[config.mk]
export PLATFORM = sky130hd
export DESIGN_NAME = fdl_ctrl
export DESIGN_NICKNAME = d
export VERILOG_FILES = /design/src/sv/fdl_pkg.sv /design/src/sv/fdl_ctrl.sv
export SDC_FILE = /design/constraint.sdc
export NUM_CORES = 1
export LEC_CHECK = 0
export BUFFER_PORTS_ARGS = -buffer_cell sky130_fd_sc_hd__buf_2
export CELL_PAD_IN_SITES_DETAIL_PLACEMENT = 1
export CELL_PAD_IN_SITES_GLOBAL_PLACEMENT = 2
export CORE_MARGIN = 1
export CORE_UTILIZATION = 23
export CTS_CLUSTER_DIAMETER = 40
export DETAILED_ROUTE_END_ITERATION = 16
export PLACE_DENSITY_LB_ADDON = 0.1
export SETUP_SLACK_MARGIN = 0.3
export SYNTH_ARGS = -nofsm -noshare
export SYNTH_HDL_FRONTEND = slang
export SYNTH_SLANG_ARGS = --single-unit
[constraint.sdc]
create_clock -name clock -period 1.8 [get_ports clock]
set_input_delay 0.36 -clock clock [delete_from_list [all_inputs] [get_ports clock]]
set_output_delay 0.36 -clock clock [all_outputs]
set_load 0.02 [all_outputs]
[src/sv/fdl_pkg.sv]
// ----------------------------------------------------------------------------
// fdl_pkg
// Shared constants, register indexes and control/status types of the
// feedback delay line.
// ----------------------------------------------------------------------------
package fdl_pkg;

   // storage geometry
   localparam int STORE_DEPTH = 32768;
   localparam int USED_DEPTH  = STORE_DEPTH / 2;
   localparam int POS_W       = $clog2(STORE_DEPTH);
   localparam int ADDR_W      = $clog2(USED_DEPTH);
   localparam int CMP_W       = (POS_W > 16) ? POS_W : 16;
   localparam int IDX_W       = CMP_W + 2;
   localparam int CNT_W       = $clog2(POS_W);
   localparam logic [31:0] DEPTH_LIMIT = 32'(STORE_DEPTH);

   // sample arithmetic
   localparam int SAMPLE_W = 16;
   localparam int ACC_W    = SAMPLE_W + 1;
   localparam int PROD_W   = 2 * ACC_W;
   localparam int Q_SHIFT  = 15;

   // configuration port
   localparam int CSR_AW = 4;
   localparam int CSR_DW = 32;

   typedef logic [1:0] fdl_reg_index_type;
   localparam fdl_reg_index_type REG_ENABLE  = 2'd0;
   localparam fdl_reg_index_type REG_DELAY   = 2'd1;
   localparam fdl_reg_index_type REG_GAIN    = 2'd2;
   localparam fdl_reg_index_type REG_LATENCY = 2'd3;

   typedef struct packed {
      logic        enable;
      logic [15:0] delay_samples;
      logic [15:0] feedback_gain;
      logic [11:0] latency_samples;
   } fdl_cfg_type;

   // commands from the controller to the datapath
   typedef struct packed {
      logic capture;     // latch the input pair and mono sample
      logic rem_start;   // load the remainder unit with the position
      logic rem_step;    // one remainder bit
      logic set_err;
      logic clr_err;
      logic rd_pos;      // read store at the write position
      logic mac;         // add mono, scale by gain
      logic write_back;  // write entry, read the output tap, advance
      logic clr_step;    // one entry of the clearing pass
      logic load_wet;
      logic load_pass;
      logic load_mute;
   } fdl_cmd_type;

   // status from the datapath to the controller
   typedef struct packed {
      logic enable;
      logic need_reduce;
      logic delay_short;
      logic too_long;
      logic rem_done;
      logic clr_last;
      logic out_free;
   } fdl_status_type;

endpackage

[src/sv/fdl_ctrl.sv]
// ----------------------------------------------------------------------------
// fdl_ctrl
// Sequencer of the delay line: clearing pass, path decision, position
// reduction and the read-modify-write of one store entry per echoed sample.
// ----------------------------------------------------------------------------
module fdl_ctrl (
   input  logic                   clock,
   input  logic                   reset,
   input  logic                   req_valid,
   output logic                   req_ready,
   input  fdl_pkg::fdl_status_type st,
   output fdl_pkg::fdl_cmd_type    cmd
);
   import fdl_pkg::*;

   typedef enum logic [8:0] {
      S_CLEAR  = 9'b000000001,
      S_IDLE   = 9'b000000010,
      S_DECIDE = 9'b000000100,
      S_REDUCE = 9'b000001000,
      S_MAC    = 9'b000010000,
      S_WRITE  = 9'b000100000,
      S_TAKE   = 9'b001000000,
      S_PASS   = 9'b010000000,
      S_MUTE   = 9'b100000000
   } fdl_state_type;

   fdl_state_type state_ff, state_in;
   logic          decide;

   // path decision happens on acceptance and after a reduction
   assign decide = ((state_ff == S_IDLE) && req_valid) || (state_ff == S_DECIDE);

   assign req_ready = (state_ff == S_IDLE);

   // next state and commands
   always_comb begin
      cmd      = '0;
      state_in = state_ff;
      case (state_ff)
         S_CLEAR: begin
            cmd.clr_step = 1'b1;
            if (st.clr_last) begin
               state_in = S_IDLE;
            end
         end
         S_IDLE: begin
            cmd.capture = req_valid;
         end
         S_DECIDE: begin
         end
         S_REDUCE: begin
            cmd.rem_step = 1'b1;
            if (st.rem_done) begin
               state_in = S_DECIDE;
            end
         end
         S_MAC: begin
            cmd.mac  = 1'b1;
            state_in = S_WRITE;
         end
         S_WRITE: begin
            cmd.write_back = 1'b1;
            state_in       = S_TAKE;
         end
         S_TAKE: begin
            if (st.out_free) begin
               cmd.load_wet = 1'b1;
               state_in     = S_IDLE;
            end
         end
         S_PASS: begin
            if (st.out_free) begin
               cmd.load_pass = 1'b1;
               state_in      = S_IDLE;
            end
         end
         S_MUTE: begin
            if (st.out_free) begin
               cmd.load_mute = 1'b1;
               state_in      = S_IDLE;
            end
         end
         default: begin
            state_in = S_IDLE;
         end
      endcase

      if (decide) begin
         if (!st.enable) begin
            state_in = S_MUTE;
         end else if (st.need_reduce) begin
            cmd.rem_start = 1'b1;
            state_in      = S_REDUCE;
         end else if (st.delay_short) begin
            cmd.set_err = 1'b1;
            state_in    = S_PASS;
         end else if (st.too_long) begin
            cmd.clr_err = 1'b1;
            state_in    = S_PASS;
         end else begin
            cmd.clr_err = 1'b1;
            cmd.rd_pos  = 1'b1;
            state_in    = S_MAC;
         end
      end
   end

   // state register
   always_ff @(posedge clock) begin
      if (reset) begin
         state_ff <= S_CLEAR;
      end else begin
         state_ff <= state_in;
      end
   end

endmodule

Yosys cells after proc, flatten, opt, wreduce, memory -nomap -nowiden
Index checks and enable logic that the tools add are counted.
W data, S select, Z words.
- reductions and logical operators: 5
- muxes and demuxes: 27
- equality and inequality tests: 13
- operator list (kind ; number):
    $pmux W9 S6 ; 1
    $mux W9 ; 5
    $mux W8 ; 3
    $mux W1 ; 14
    $eq A9 B1 Y1 const B ; 1
    $eq A9 B2 Y1 const B ; 1
    $eq A9 B3 Y1 const B ; 1
    $eq A9 B4 Y1 const B ; 1
    $eq A9 B5 Y1 const B ; 1
    $eq A9 B6 Y1 const B ; 1
    $eq A9 B7 Y1 const B ; 1
    $eq A9 B8 Y1 const B ; 1
    $eq A9 B9 Y1 const B ; 1
    $mux W3 ; 3
    $ne A3 B3 Y1 const B ; 2
    $reduce_and A4 Y1 ; 1
    $ne A3 B1 Y1 const B ; 1
    $reduce_or A3 Y1 ; 1
    $mux W2 ; 1
    $ne A2 B1 Y1 const B ; 1
    $reduce_or A2 Y1 ; 1
    $logic_and A1 B1 Y1 ; 1
    $logic_or A1 B1 Y1 ; 1
- bits in registers: 9
- input port bits: 10
- output and inout port bits: 13
- word-level logic and storage cells: 46

Depth between registers and ports, before layout
- depth after elaboration: 5
- depth in mapped cells: 6
- gate-level depth less buffers: 4

Worst setup path before layout
No wires, ideal clock.
- path kind: register to output
- start: reg state_ff[8]
- end: out cmd[11] (netlist name)
- data required time: 1.440 ns
- slack: -0.616 ns
- stages on the path, launching flop included: 4
- arrival time: 2.056 ns
- path buffers: 0
- cell sequence: dfxtp_1 > or4_4 > nor4b_1 > and2_1
- RTL lines (element ; RTL line ; text):
    start: declaration ; fdl_ctrl.sv:28 ; fdl_state_type state_ff, state_in;
    start signal: assignment ; fdl_ctrl.sv:114 ; state_ff <= state_in;
    end: declaration ; fdl_ctrl.sv:12 ; output fdl_pkg::fdl_cmd_type cmd

==> summary.txt <==
CTS
  – Clock buffer count from CTS: 3
  – Sinks on Clock Net: 9
  – Clock transition at the register clock pins on the worst setup and hold paths after CTS: ~70 ps
  – Clock tree from TritonCTS: yes
  – Clk Latency, worst-skew pair: 260 ps
  – Maximum count of clock buffers along a single path: 2
  – Master cell of the clock root buffer: clkbuf_4
  – Maximum level of the CTS H-tree: 1

Worst setup path
  – Reg2Reg Depth: 7
  – Master of the slowest instance on the critical path: or4_4
  – Worst Path Class, Setup: reg -> out
  – Worst R2R End: state_ff[6]
  – Endpoint kind of the worst setup timing path: primary output
  – Type of element launching the critical path: flop
  – Startpoint of the most critical register-to-register path: state_ff[8]
  – Cell Chain, Critical Path: or4_4, a211oi_4, buf_4, and2_4, buf_6
  – Arrival time worst endpoint: 1830 ps
  – Required time worst endpoint: 1440 ps
  – Internal reg-to-reg setup slack: 30 ps
  – Highest net fanout along the worst path: 4
  – CP max stage delay: between 500 and 600 ps

Timing
  – Max Freq: 457 MHz
  – Number of pins exceeding their max-slew limit in the final report: 0
  – Slew margin rel.: 79.7%
  – Portion of the clock cycle consumed by the worst path in the final layout: 121%
  – Worst Skew: between 9 and 10 ps
  – Minimum clock period: about 2200 ps
  – Measured slew at the worst slew-check pin: roughly 300 ps
  – RSZ-0062 raised after global routing: true
  – Setup slack of the critical path after layout: -386 ps
  – Number of hold violations in the final report: 0
  – Setup Viol. Count Final: 13

Global routing
  – Pin count of the biggest net entering global routing: 10
  – Global-route wire length before repair: 3.31 mm
  – Antenna violations before repair: 0
  – Aggregate global routing overflow: 0
  – Via count of the first global-routing pass: 759
  – GRT Resource Usage Total: 16.3%

Floorplan
  – Effective utilization at floorplan: 24.7%
  – Number of placed I/O pins: 23
  – Placeable core area: 2520 sq um
  – Std cell rows: 18
  – DIE AREA: approximately 2900 sq um
  – Die H: 54.1 microns
  – Horizontal die dimension: 54.1 microns

Drt
  – Number of design-rule violations left by the first detailed-router iteration: 1
  – Number of remaining DRC errors: 0
  – Count of nets left with antenna violations after detail routing: 0
  – Average routed wire per standard cell: ~13 microns
  – Avg Vias per Cell: 4.83
  – Aggregate routed wire length: ~2.0 mm
  – Total number of vias: 749
  – Number of detailed-route iterations in the first pass: 4

Logic synthesis
  – Syn Std Cell Area: 623 sq um
  – Fraction of registers with async set or reset after synthesis: 0%
  – Main combinational cell family by area after synthesis: simple AND/OR/NAND/NOR gates
  – Simple-Gate Fraction of Synth Area: 47.2%
  – Cells after synthesis: 79
  – Synth warnings: 0
  – Leading cell types by total area after synthesis: dfxtp_1, nor2_1, nor4b_2, nor3_1, nor4_1
  – Synthesis-stage register bit count: 9
  – Cell with the most instances after synthesis: nor2_1
  – Number of library cell types mapped by synthesis: 35
  – Most frequent cells after synthesis: nor2_1, dfxtp_1, nor3_1
  – Avg Cell Area, Syn: 7.89 sq um
  – Ys flop type: dfxtp_1
  – Multiplexer share of the synthesized area: 0%
  – Synth Area in Compound Gates: approximately 15%
  – Portion of the post-synthesis area used by sequential elements: between 20% and 30%
  – Area share of fa/ha/maj cells after synthesis: 0%
  – Fraction of synthesized cell area in xor and xnor cells: 1.41%
  – Proportion of netlist area held by the largest area contributor: between 20% and 30%
  – Number of enable flip-flop cells after synthesis: 0
  – Library cell with the largest summed area after synthesis: dfxtp_1
  – Post-synthesis net count: 89

Pwr
  – Fraction of power spent switching nets: between 20% and 30%
  – Worst ir drop on vdd: around 0.35 mV
  – Share of power burned in registers: 40.8%
  – Portion of total power attributed to combinational logic: 29.4%
  – Clock network power share: between 20 and 30%
  – Psw: 0.000149 W
  – Cell area power density: 449 nW/um^2
  – Int Pwr: roughly 0.00036 W
  – Leakage power of the design: 0.499 nW

Run status
  – Failing checks: setup timing
  – Result of the run: finished, violations left

Worst hold path
  – Hold Path Sink: state_ff[4]
  – Min-Delay Path Class: in -> reg
  – Startpoint of the worst hold path: st[3]
  – Number of instances on the worst hold path: 2

Finish
  – Antenna diode count: 0
  – Post-route cell area: 1140 sq um
  – Flip-flop count of the largest register, all copies and words added: 9
  – Largest reg by FF count: state_ff
  – Registers with the highest flip-flop counts: state_ff x9
  – Net count reported at finish: approximately 140
  – Share of final-layout standard cells stronger than drive strength 1: between 60% and 70%
  – Layout Cells excl Fill: around 160
  – Area growth, synth to finish: 83.3%

Placed design
  – Placer's final routability congestion estimate: roughly 0.73
  – Placed standard-cell area: 920 sq um
  – Placed cell count: 141
  – I/O Buffers: 22
  – Post-detailed-placement half-perimeter wirelength: approximately 1.5 mm

Run
  – Maximum capacitance violations: 0
[what timing repair did]
| action | in CTS | in global routing |
|---|---|---|
| gates cloned | 0 | 0 |
| endpoints found under the setup margin | 20 | 21 |
| buffers inserted | 6 | 4 |
| hold buffers | 0 | 0 |
| pin swaps | 7 | 4 |
| gates resized for setup | 27 | 5 |
[area by class of cell]
| type | count | area (sq um) |
|---|---|---|
| multi-input combinational | 61 | 520 |
| clock buffer | 3 | 22.5 |
| fill | 312 | 1380 |
| clock inverter | 1 | 5.00 |
| timing repair buffer | 47 | 357 |
| sequential | 9 | 185 |
| inverter | 4 | 15.0 |
| tap | 30 | 37.5 |
[how the worst max path moves through the flow]
stage,slack [ps],to,startpoint,cells after the start
finish,-390,cmd[10],state_ff[8],5
CTS,-390,cmd[10],state_ff[8],5
global placement,-80,cmd[6],state_ff[8],5
floorplan,-100,cmd[6],state_ff[8],5
global route,-460,cmd[10],state_ff[8],5
detailed placement,-120,cmd[6],state_ff[8],5
[kinds of logic after synthesis]
kind of cell | count (synthesis)
buf+inv | 9
compound gates | 12
simple gates | 48
xor+xnor | 1
flops | 9
[power by group through the flow]
stage | registers [W] | logic [W] | clock network, W
after floorplan | 0.000214 | 0.0000639 | 0
after global placement | 0.000213 | 0.000112 | 0
after detailed placement | 0.000213 | 0.000113 | 0
after CTS | 0.000209 | 0.000140 | 0.000160
after global routing | 0.000210 | 0.000164 | 0.000169
final | 0.000209 | 0.000151 | 0.000153
[critical path, delay by kind of cell (launching register included)]
family | cells | cell delay, ps
compound gates | 1 | 250
simple gates | 2 | 710
buf+inv | 2 | 280
flops | 1 | 330
[per-layer routing]
| metal | vias to the layer above | global-route usage (%) | share of wire, % |
|---|---|---|---|
| met3 | 2 | 5.08 | 4.3 |
| met4 | 0 | 2.56 | 0.93 |
| met2 | 21 | 30.2 | 52 |
| met5 | - | 0 | 0 |
| li1 | 373 | - | - |
| met1 | 353 | 18.2 | 43 |
[per-stage QoR]
stage / setup WS (ps) / utilization [%] / power [W] / hold slack (ps) / TNS (ps)
5_1_grt: -461 / 45.3 / 0.000542 / 323 / -3960
6_report: -386 / 45.3 / 0.000513 / 320 / -2610
3_5_place_dp: -122 / 36.5 / 0.000326 / 587 / -338
3_3_place_gp: -78.0 / 36.5 / 0.000325 / 585 / -205
2_1_floorplan: -101 / - / 0.000278 / 431 / -291
4_1_cts: -388 / 43.2 / 0.000509 / 300 / -2850
[cell usage in the layout (no fill, tap or decap), drive strengths merged]
cell type / netlist / final
a21o: 1 / 1
nor3: 5 / 5
nand3: 2 / 2
nand4: 3 / 3
and2: 3 / 3
xnor2: 1 / 1
dfxtp: 9 / 9
or4: 1 / 1
o211ai: 1 / 1
buf: 4 / 47
nand3b: 1 / 1
nor3b: 3 / 3
nand2: 5 / 5
or3: 1 / 1
and2b: 1 / 1
nor2: 10 / 10
clkbuf: 1 / 3
o21a: 1 / 1
inv: 4 / 4
o21bai: 1 / 1
nor4: 5 / 5
o22a: 1 / 1
o21ai: 1 / 1
nand2b: 2 / 2
or2: 1 / 1
clkinv: 0 / 1
nor4b: 3 / 3
a21oi: 3 / 3
a211oi: 1 / 1
a2bb2oi: 2 / 2
and3: 1 / 1
nor2b: 1 / 1
Power figures use the tool's default switching activity.
