===== config.mk =====
export PLATFORM = sky130hd
export DESIGN_NAME = fdl_dp
export DESIGN_NICKNAME = d
export VERILOG_FILES = /design/src/sv/fdl_pkg.sv /design/src/sv/fdl_dp.sv
export SDC_FILE = /design/constraint.sdc
export NUM_CORES = 1
export LEC_CHECK = 0
export BUFFER_PORTS_ARGS = -buffer_cell sky130_fd_sc_hd__buf_2
export CAP_MARGIN = 20
export CORE_UTILIZATION = 50
export DETAILED_ROUTE_END_ITERATION = 7
export GPL_ROUTABILITY_DRIVEN = 0
export GPL_TIMING_DRIVEN = 0
export PLACE_DENSITY = 0.72
export SLEW_MARGIN = 20
export SYNTH_ARGS = -nofsm -noshare
export SYNTH_HDL_FRONTEND = slang
export SYNTH_SLANG_ARGS = --single-unit

===== constraint.sdc =====
create_clock -name clock -period 10 [get_ports clock]
set_input_delay 1.5 -clock clock [delete_from_list [all_inputs] [get_ports clock]]
set_output_delay 1.5 -clock clock [all_outputs]
set_load 0.01 [all_outputs]

===== src/sv/fdl_pkg.sv =====
// ----------------------------------------------------------------------------
// fdl_pkg
// Shared constants, register indexes and control/status types of the
// feedback delay line.
// ----------------------------------------------------------------------------
package fdl_pkg;

   // storage geometry
   localparam int STORE_DEPTH = 32768;
   localparam int USED_DEPTH  = STORE_DEPTH / 2;
   localparam int POS_W       = $clog2(STORE_DEPTH);
   localparam int ADDR_W      = $clog2(USED_DEPTH);
   localparam int CMP_W       = (POS_W > 16) ? POS_W : 16;
   localparam int IDX_W       = CMP_W + 2;
   localparam int CNT_W       = $clog2(POS_W);
   localparam logic [31:0] DEPTH_LIMIT = 32'(STORE_DEPTH);

   // sample arithmetic
   localparam int SAMPLE_W = 16;
   localparam int ACC_W    = SAMPLE_W + 1;
   localparam int PROD_W   = 2 * ACC_W;
   localparam int Q_SHIFT  = 15;

   // configuration port
   localparam int CSR_AW = 4;
   localparam int CSR_DW = 32;

   typedef logic [1:0] fdl_reg_index_type;
   localparam fdl_reg_index_type REG_ENABLE  = 2'd0;
   localparam fdl_reg_index_type REG_DELAY   = 2'd1;
   localparam fdl_reg_index_type REG_GAIN    = 2'd2;
   localparam fdl_reg_index_type REG_LATENCY = 2'd3;

   typedef struct packed {
      logic        enable;
      logic [15:0] delay_samples;
      logic [15:0] feedback_gain;
      logic [11:0] latency_samples;
   } fdl_cfg_type;

   // commands from the controller to the datapath
   typedef struct packed {
      logic capture;     // latch the input pair and mono sample
      logic rem_start;   // load the remainder unit with the position
      logic rem_step;    // one remainder bit
      logic set_err;
      logic clr_err;
      logic rd_pos;      // read store at the write position
      logic mac;         // add mono, scale by gain
      logic write_back;  // write entry, read the output tap, advance
      logic clr_step;    // one entry of the clearing pass
      logic load_wet;
      logic load_pass;
      logic load_mute;
   } fdl_cmd_type;

   // status from the datapath to the controller
   typedef struct packed {
      logic enable;
      logic need_reduce;
      logic delay_short;
      logic too_long;
      logic rem_done;
      logic clr_last;
      logic out_free;
   } fdl_status_type;

endpackage


===== src/sv/fdl_dp.sv =====
// ----------------------------------------------------------------------------
// fdl_dp
// Datapath of the delay line: input capture, bit-serial position modulo,
// gain multiply with saturation, tap index, store port muxing and the
// result register.
// ----------------------------------------------------------------------------
module fdl_dp (
   input  logic                                  clock,
   input  logic                                  reset,
   input  fdl_pkg::fdl_cmd_type                  cmd,
   output fdl_pkg::fdl_status_type               st,
   input  fdl_pkg::fdl_cfg_type                  cfg,
   input  logic signed [fdl_pkg::SAMPLE_W-1:0]   req_left_in,
   input  logic signed [fdl_pkg::SAMPLE_W-1:0]   req_right_in,
   output logic                                  rsp_valid,
   input  logic                                  rsp_ready,
   output logic signed [fdl_pkg::SAMPLE_W-1:0]   rsp_left_out,
   output logic signed [fdl_pkg::SAMPLE_W-1:0]   rsp_right_out,
   output logic                                  rsp_processed,
   output logic                                  rsp_error_lit,
   output logic                                  ram_we,
   output logic [fdl_pkg::ADDR_W-1:0]            ram_waddr,
   output logic [fdl_pkg::SAMPLE_W-1:0]          ram_wdata,
   output logic                                  ram_re,
   output logic [fdl_pkg::ADDR_W-1:0]            ram_raddr,
   input  logic [fdl_pkg::SAMPLE_W-1:0]          ram_rdata
);
   import fdl_pkg::*;

   localparam logic signed [PROD_W-1:0] SAT_HI = PROD_W'(32767);
   localparam logic signed [PROD_W-1:0] SAT_LO = -PROD_W'(32768);

   // sample and control registers
   logic signed [SAMPLE_W-1:0] left_ff, right_ff, mono_ff;
   logic [POS_W-1:0]           pos_ff;
   logic                       err_ff;
   logic [ADDR_W-1:0]          idx_ff;
   logic signed [PROD_W-1:0]   prod_ff;
   logic [SAMPLE_W-1:0]        wdata_ff;
   logic                       bypass_ff;
   logic [ADDR_W-1:0]          clr_ff;
   logic [15:0]                rem_ff;
   logic [POS_W-1:0]           div_ff;
   logic [CNT_W-1:0]           rem_cnt_ff;
   logic                       rsp_valid_ff;
   logic signed [SAMPLE_W-1:0] left_out_ff, right_out_ff;
   logic                       proc_ff, err_out_ff;

   logic [ACC_W-1:0]           in_sum;
   logic signed [ACC_W-1:0]    acc;
   logic signed [PROD_W-1:0]   shifted;
   logic [SAMPLE_W-1:0]        sat_data;
   logic [IDX_W-1:0]           tap_sum, tap_idx, pos_inc, pos_next, delay_x;
   logic [16:0]                trial;
   logic                       trial_ge;
   logic [15:0]                rem_next;
   logic                       rem_last;
   logic [SAMPLE_W-1:0]        wet;

   // path status
   assign st.enable      = cfg.enable;
   assign st.need_reduce = (cfg.delay_samples != 16'd0) &&
                           (CMP_W'(pos_ff) >= CMP_W'(cfg.delay_samples));
   assign st.delay_short = cfg.delay_samples <= 16'(cfg.latency_samples);
   assign st.too_long    = (32'(cfg.delay_samples) << 1) > DEPTH_LIMIT;
   assign st.rem_done    = rem_last;
   assign st.clr_last    = (clr_ff == ADDR_W'(USED_DEPTH - 1));
   assign st.out_free    = !rsp_valid_ff || rsp_ready;

   // mono average, floor of half the sum
   assign in_sum = ACC_W'(req_left_in) + ACC_W'(req_right_in);

   always_ff @(posedge clock) begin
      if (cmd.capture) begin
         left_ff  <= req_left_in;
         right_ff <= req_right_in;
         mono_ff  <= {req_left_in[SAMPLE_W-1] ^ req_right_in[SAMPLE_W-1] ^ in_sum[ACC_W-1]
                      ? in_sum[ACC_W-1] : in_sum[ACC_W-1], in_sum[ACC_W-2:1]};
      end
   end

   // remainder unit, one quotient bit per cycle
   assign trial    = {rem_ff, div_ff[POS_W-1]};
   assign trial_ge = trial >= {1'b0, cfg.delay_samples};
   assign rem_next = trial_ge ? 16'(trial - {1'b0, cfg.delay_samples}) : trial[15:0];
   assign rem_last = (rem_cnt_ff == CNT_W'(POS_W - 1));

   always_ff @(posedge clock) begin
      if (cmd.rem_start) begin
         rem_ff     <= 16'd0;
         div_ff     <= pos_ff;
         rem_cnt_ff <= '0;
      end else if (cmd.rem_step) begin
         rem_ff     <= rem_next;
         div_ff     <= div_ff << 1;
         rem_cnt_ff <= rem_cnt_ff + CNT_W'(1);
      end
   end

   // tap index and next write position, both below the delay length
   assign delay_x  = IDX_W'(cfg.delay_samples);
   assign tap_sum  = IDX_W'(pos_ff) + IDX_W'(cfg.latency_samples) + IDX_W'(1);
   assign tap_idx  = (tap_sum >= delay_x) ? tap_sum - delay_x : tap_sum;
   assign pos_inc  = IDX_W'(pos_ff) + IDX_W'(1);
   assign pos_next = (pos_inc == delay_x) ? '0 : pos_inc;

   // feedback sum times gain
   assign acc = $signed({ram_rdata[SAMPLE_W-1], ram_rdata}) +
                $signed({mono_ff[SAMPLE_W-1], mono_ff});

   always_ff @(posedge clock) begin
      if (cmd.mac) begin
         prod_ff <= acc * $signed({1'b0, cfg.feedback_gain});
         idx_ff  <= ADDR_W'(tap_idx);
      end
   end

   // scale back to Q1.15 and saturate
   assign shifted  = prod_ff >>> Q_SHIFT;
   assign sat_data = (shifted > SAT_HI) ? SAMPLE_W'(SAT_HI) :
                     (shifted < SAT_LO) ? SAMPLE_W'(SAT_LO) : shifted[SAMPLE_W-1:0];

   always_ff @(posedge clock) begin
      if (cmd.write_back) begin
         wdata_ff  <= sat_data;
         bypass_ff <= (idx_ff == ADDR_W'(pos_ff));
      end
   end

   // write position and error flag
   always_ff @(posedge clock) begin
      if (reset) begin
         pos_ff <= '0;
         err_ff <= 1'b0;
      end else begin
         if (cmd.rem_step && rem_last) begin
            pos_ff <= POS_W'(rem_next);
         end else if (cmd.write_back) begin
            pos_ff <= POS_W'(pos_next);
         end
         if (cmd.set_err) begin
            err_ff <= 1'b1;
         end else if (cmd.clr_err) begin
            err_ff <= 1'b0;
         end
      end
   end

   // clearing pass counter
   always_ff @(posedge clock) begin
      if (reset) begin
         clr_ff <= '0;
      end else if (cmd.clr_step) begin
         clr_ff <= clr_ff + ADDR_W'(1);
      end
   end

   // store port muxing
   assign ram_we    = cmd.clr_step || cmd.write_back;
   assign ram_waddr = cmd.clr_step ? clr_ff : ADDR_W'(pos_ff);
   assign ram_wdata = cmd.clr_step ? '0 : sat_data;
   assign ram_re    = cmd.rd_pos || cmd.write_back;
   assign ram_raddr = cmd.rd_pos ? ADDR_W'(pos_ff) : idx_ff;

   // tap read back, freshly written entry when the tap hits the write position
   assign wet = bypass_ff ? wdata_ff : ram_rdata;

   // result register
   always_ff @(posedge clock) begin
      if (reset) begin
         rsp_valid_ff <= 1'b0;
      end else if (cmd.load_wet || cmd.load_pass || cmd.load_mute) begin
         rsp_valid_ff <= 1'b1;
      end else if (rsp_ready) begin
         rsp_valid_ff <= 1'b0;
      end
   end

   always_ff @(posedge clock) begin
      if (cmd.load_wet) begin
         left_out_ff  <= wet;
         right_out_ff <= wet;
         proc_ff      <= 1'b1;
         err_out_ff   <= err_ff;
      end else if (cmd.load_pass) begin
         left_out_ff  <= left_ff;
         right_out_ff <= right_ff;
         proc_ff      <= 1'b0;
         err_out_ff   <= err_ff;
      end else if (cmd.load_mute) begin
         left_out_ff  <= '0;
         right_out_ff <= '0;
         proc_ff      <= 1'b0;
         err_out_ff   <= err_ff;
      end
   end

   assign rsp_valid     = rsp_valid_ff;
   assign rsp_left_out  = left_out_ff;
   assign rsp_right_out = right_out_ff;
   assign rsp_processed = proc_ff;
   assign rsp_error_lit = err_out_ff;

endmodule


# [Yosys cells after proc, flatten, opt, wreduce, memory -nomap -nowiden]
# Index checks and enable logic that the tools add are counted.
[word_totals] regBits=213 latch_bits=0 mem_bits_rw=0 mem_bits_ro=0 in_bits=108 output_inout_bits=88 mem_count=0
[op_classes] addsub=9 n_mul=1 div_mod_pow=0 n_lt_le_gt_ge=7 eq_ne=4 shift=0 mux=27 n_bitwise=0 n_reduce_logical=15
[op_table] operator="$mux 16" count=10
[op_table] operator="$mux 15" count=5
[op_table] operator="$mux 14" count=3
[op_table] operator="$add 16x16->17" count=2
[op_table] operator="$ge 17x16->1" count=2
[op_table] operator="$mul 17x17->34" count=1
[op_table] operator="$gt 19x16->1 const B" count=1
[op_table] operator="$lt 19x16->1 const B" count=1
[op_table] operator="$add 16x1->17 const B" count=1
[op_table] operator="$gt 17x16->1 const B" count=1
[op_table] operator="$add 15x1->16 const B" count=1
[op_table] operator="$add 15x12->16" count=1
[op_table] operator="$eq 16x16->1" count=1
[op_table] operator="$ge 15x16->1" count=1
[op_table] operator="$le 16x12->1" count=1
[op_table] operator="$reduce_bool 16->1" count=1
[op_table] operator="$sub 16x16->16" count=1
[op_table] operator="$add 14x1->14 const B" count=1
[op_table] operator="$eq 14x14->1" count=1
[op_table] operator="$eq 14x14->1 const B" count=1
[op_table] operator="$sub 14x14->14" count=1
[op_table] operator="$reduce_bool 2->1" count=5
[op_table] operator="$mux 1" count=9
[op_table] operator="$logic_or 1x1->1" count=5
[op_table] operator="5 further kinds" count=6

# [Longest topological paths before layout]
[logic_depth] word_depth=5 ltp_mapped=34 depth_no_buf=33

# [Worst setup path before layout]
# No wires, ideal clock.
[synth_path] kind="input -> register" startpoint="input ram_rdata[0] (netlist bit)" endpoint="register prod_ff[33], data pin" t_arrival_ps=8830 required_ps=9740 slack_ps=910 cell_stages=30 cell_sequence="ha_1 > fa_1 > a21oi_1 > o21bai_1 > a21oi_1 > o21ai_0 > a41oi_1 > a21oi_1 > a21boi_0 > a31o_2 > clkbuf_1 > and2_1 > fa_1 > fa_1 > clkbuf_1 > xnor2_1 > xnor2_1 > fa_1 > fa_1 > inv_1 > fa_1 > inv_1 > ha_1 > nand2_1 > nor3_1 > a2111oi_0 > o221ai_1 > o41ai_2 > o21bai_1 > xnor2_1"
[synth_between] elab_chain_len=2
[synth_lines] item="from (decl)" line="fdl_dp.sv:26" source="input logic [fdl_pkg::SAMPLE_W-1:0] ram_rdata"
[synth_lines] item="$add 16x16->17" line="fdl_dp.sv:108" source="assign acc = $signed({ram_rdata[SAMPLE_W-1], ram_rdata}) +"
[synth_lines] item="$mul 17x17->34" line="fdl_dp.sv:113" source="prod_ff <= acc * $signed({1'b0, cfg.feedback_gain});"
[synth_lines] item="to (signal assigned)" line="fdl_dp.sv:113"
[synth_lines] item="to (decl)" line="fdl_dp.sv:38" source="logic signed [PROD_W-1:0] prod_ff;"
# Every way passes these cells.
# A chain may end at the register's enable or synchronous reset.

# [Worst setup path after layout]
[layout_path] startpoint="input ram_rdata[0] (netlist bit)" endpoint="register prod_ff[31], data pin"
# The elaborated chain is that of the path after synthesis.

==> flow_summary.yaml <==
setup_path:
  slowest_delay_ps: 540
  crit_type: "in -> reg"
  crit_path_start: "ram_rdata[0]"
  endpoint_kind: "register"
  critPathLaunchType: "input pin"
  worst-r2r-cell-count: 32
  cpMostUsedCell: "fa_1"
  reg2reg_from: "mono_ff[0]$_DFFE_PP_"
  worst-path-max-fanout: 10
  required_ps: 10200
  cp_slowest_cell: "fa_1"
  critical_path_arrival_ps: 9760
synthesis:
  avgSynthCellArea_um2: 9.34
  synthTopCellsByArea: "fa_1, edfxtp_1, ha_1"
  yosysTopAreaCell: "fa_1"
  ys_warn_count: 0
  syn_area_um2: 23700
  synth_edf_count: 146
  synth_ff_type: "edfxtp_1"
  async_flop_share: 0
  syn_inst: 2538
  seq_area_frac_synth: 0.229
  synthDistinctLibCells: 78
  synth.top_cell.area_share: 0.233
  synth_nets: 3115
  ys_ff_latch: 198
detailed_routing:
  viasPerCell: 5.70
  drt_wl_total_um: 67200
  drcViolationCount: 6
  drtPass1Iterations: 8
  wl_per_cell_um: 20.0
  drtIter0Drc: 1945
  dr_total_vias: 19200
  postRouteAntennaNets: 0
place:
  post_dp_cell_area_um2: 25400
  place_ws_ps: -524
  hpwlAfterDp_um: 54400
  portBuffers: 183
clock_network:
  cts-buffers-inserted: 17
  clk_latency_ps: 470
  cts_num_sinks: 198
  hold_buffers: 0
  htree_levels: 4
  clk_pin_slew_ps: 80
  cts_tree: "yes"
  clock-root-buffer: "clkbuf_16"
  clock_path_buffers: 2
hold_path:
  holdCritPathClass: "reg -> reg"
  min-delay-start: "rsp_processed$_SDFFE_PP1P_"
  holdPathStages: 1
timing:
  finalHoldViolCount: 0
  timing.fmax_ghz: 0.105
  min_period_ps: 9560
  layout_setup_ws_ps: 442
  period_share: 0.956
  rsz0062_at_grt: "no"
  finalMaxSlewViolations: 0
  tightestPinTransition_ps: 1130
  max_slew_margin: 0.245
  setup_viol: 0
  clock-skew-final_ps: 18.7
grt:
  overflow: 0
  antenna_found_initial: 1
  grt_pass1_wl_um: 107000
  grt_pass1_vias: 19500
  grt_max_degree: 49
  grtUsageTotal: 0.287
final_layout:
  final_common_cell: "inv_1"
  layout.nets: 3320
  area_growth_pct: 10.0
  final_area_um2: 26100
  drive_above_1_share: 0.125
  diodes: 0
  fill_cells: 4128
  final_cell_mix: "inv_1, nand2_1, fa_1"
floorplanning:
  die_y_um: 220
  dieArea_um2: 48300
  rows: 79
  coreArea_um2: 46700
  die_width_um: 220
  boundaryPins: 196
  start_util: 0.508
job:
  max-cap-violations: 0
status:
  failed_checks: "design-rule violations"
  status: "complete, but fails checks"
==> per-layer routing <==
| metal | global-route usage | share of wire |
|---|---|---|
| met5 | 0 | 0.00019 |
| met4 | 0.0871 | 0.027 |
| met3 | 0.0446 | 0.087 |
| met2 | 0.462 | 0.46 |
| met1 | 0.397 | 0.42 |
==> registers in the layout, summed over array words and instances (netlist names), 4 cells and up <==
name and cells:
pos_ff 15, rsp_left_out 16, right_ff 16, prod_ff 19
wdata_ff 16, idx_ff 14, div_ff 15, rsp_right_out 16
mono_ff 16, rem_ff 16, left_ff 16, rem_cnt_ff 4
clr_ff 14
==> worst paths after layout <==
check	end	slack [ps]
worst max-delay path	prod_ff[31]$_DFFE_PP_	440
worst min-delay path	rsp_processed$_SDFFE_PP1P_	460
worst min register to register	rsp_processed$_SDFFE_PP1P_	460
worst max register to register	prod_ff[31]$_DFFE_PP_	1220
==> repair_timing <==
item / CTS / global route
buffers inserted: 0 / 3
gates resized for setup: 1 / 25
setup endpoints to repair: 2 / 12
pin swaps: 0 / 1
==> cell usage after synthesis, types with 10 or more instances <==
| library cell | instances |
|---|---|
| and3_1 | 11 |
| o21ai_0 | 65 |
| ha_1 | 193 |
| nand4_1 | 25 |
| dfxtp_1 | 52 |
| o21a_1 | 39 |
| a31oi_1 | 17 |
| inv_1 | 394 |
| and2_1 | 130 |
| nand3_1 | 48 |
| a21o_1 | 21 |
| buf_2 | 11 |
| mux2i_1 | 15 |
| fa_1 | 276 |
| nor2_1 | 106 |
| o211a_1 | 10 |
| nand2_1 | 310 |
| edfxtp_1 | 146 |
| nor3_1 | 41 |
| nor4_1 | 13 |
| xor2_1 | 35 |
| nand2b_1 | 22 |
| nor2b_1 | 45 |
| clkbuf_1 | 88 |
| a211oi_1 | 18 |
| a21oi_1 | 84 |
| o211ai_1 | 14 |
| xnor2_1 | 99 |
| mux2_2 | 62 |
==> kinds of logic (layout without fill, tap and decap cells) <==
group,count (synthesis),count (layout),share of synthesized area
xor gates and xnor gates,135,135,0.0505
adders and majority gates,472,472,0.336
and+or+nand+nor,791,791,0.164
AOI/OAI and AO/OA,353,353,0.101
DFF,198,198,0.229
muxes,77,77,0.0358
buffers and inverters,512,730,0.0839
==> area by class of cell <==
| class | instances | area [um2] | share of cell area |
|---|---|---|---|
| repair buffers | 186 | 953 | 0.0366 |
| multi-input cells | 1828 | 16300 | 0.627 |
| plain buffers | 118 | 519 | 0.0199 |
| clock inverters | 12 | 128 | 0.00489 |
| clock buffers | 20 | 468 | 0.0179 |
| well taps | 607 | 759 | 0.0291 |
| inverters | 394 | 1480 | 0.0567 |
| flip-flops and latches | 198 | 5430 | 0.208 |
==> critical path: cells and delay by family <==
kind | cells | cell delay (ps)
compound gates | 10 | 2070
xor+xnor | 2 | 430
fa+ha+maj | 9 | 3930
buf+inv | 7 | 700
simple gates | 5 | 1130
==> through the flow <==
step                utilization  std cells  setup TNS (ps)  hold slack, ps
floorplan                     -       2538               0             409
detailed placement        0.544       3328           -3170             425
global placement          0.544       3328           -2720             414
global route              0.559       3363               0             475
CTS                       0.557       3360               0             454
finish                    0.559       3363               0             465
Power is not shown: default switching activity piles up to over one toggle a cycle in this logic, so the estimate is an artifact.
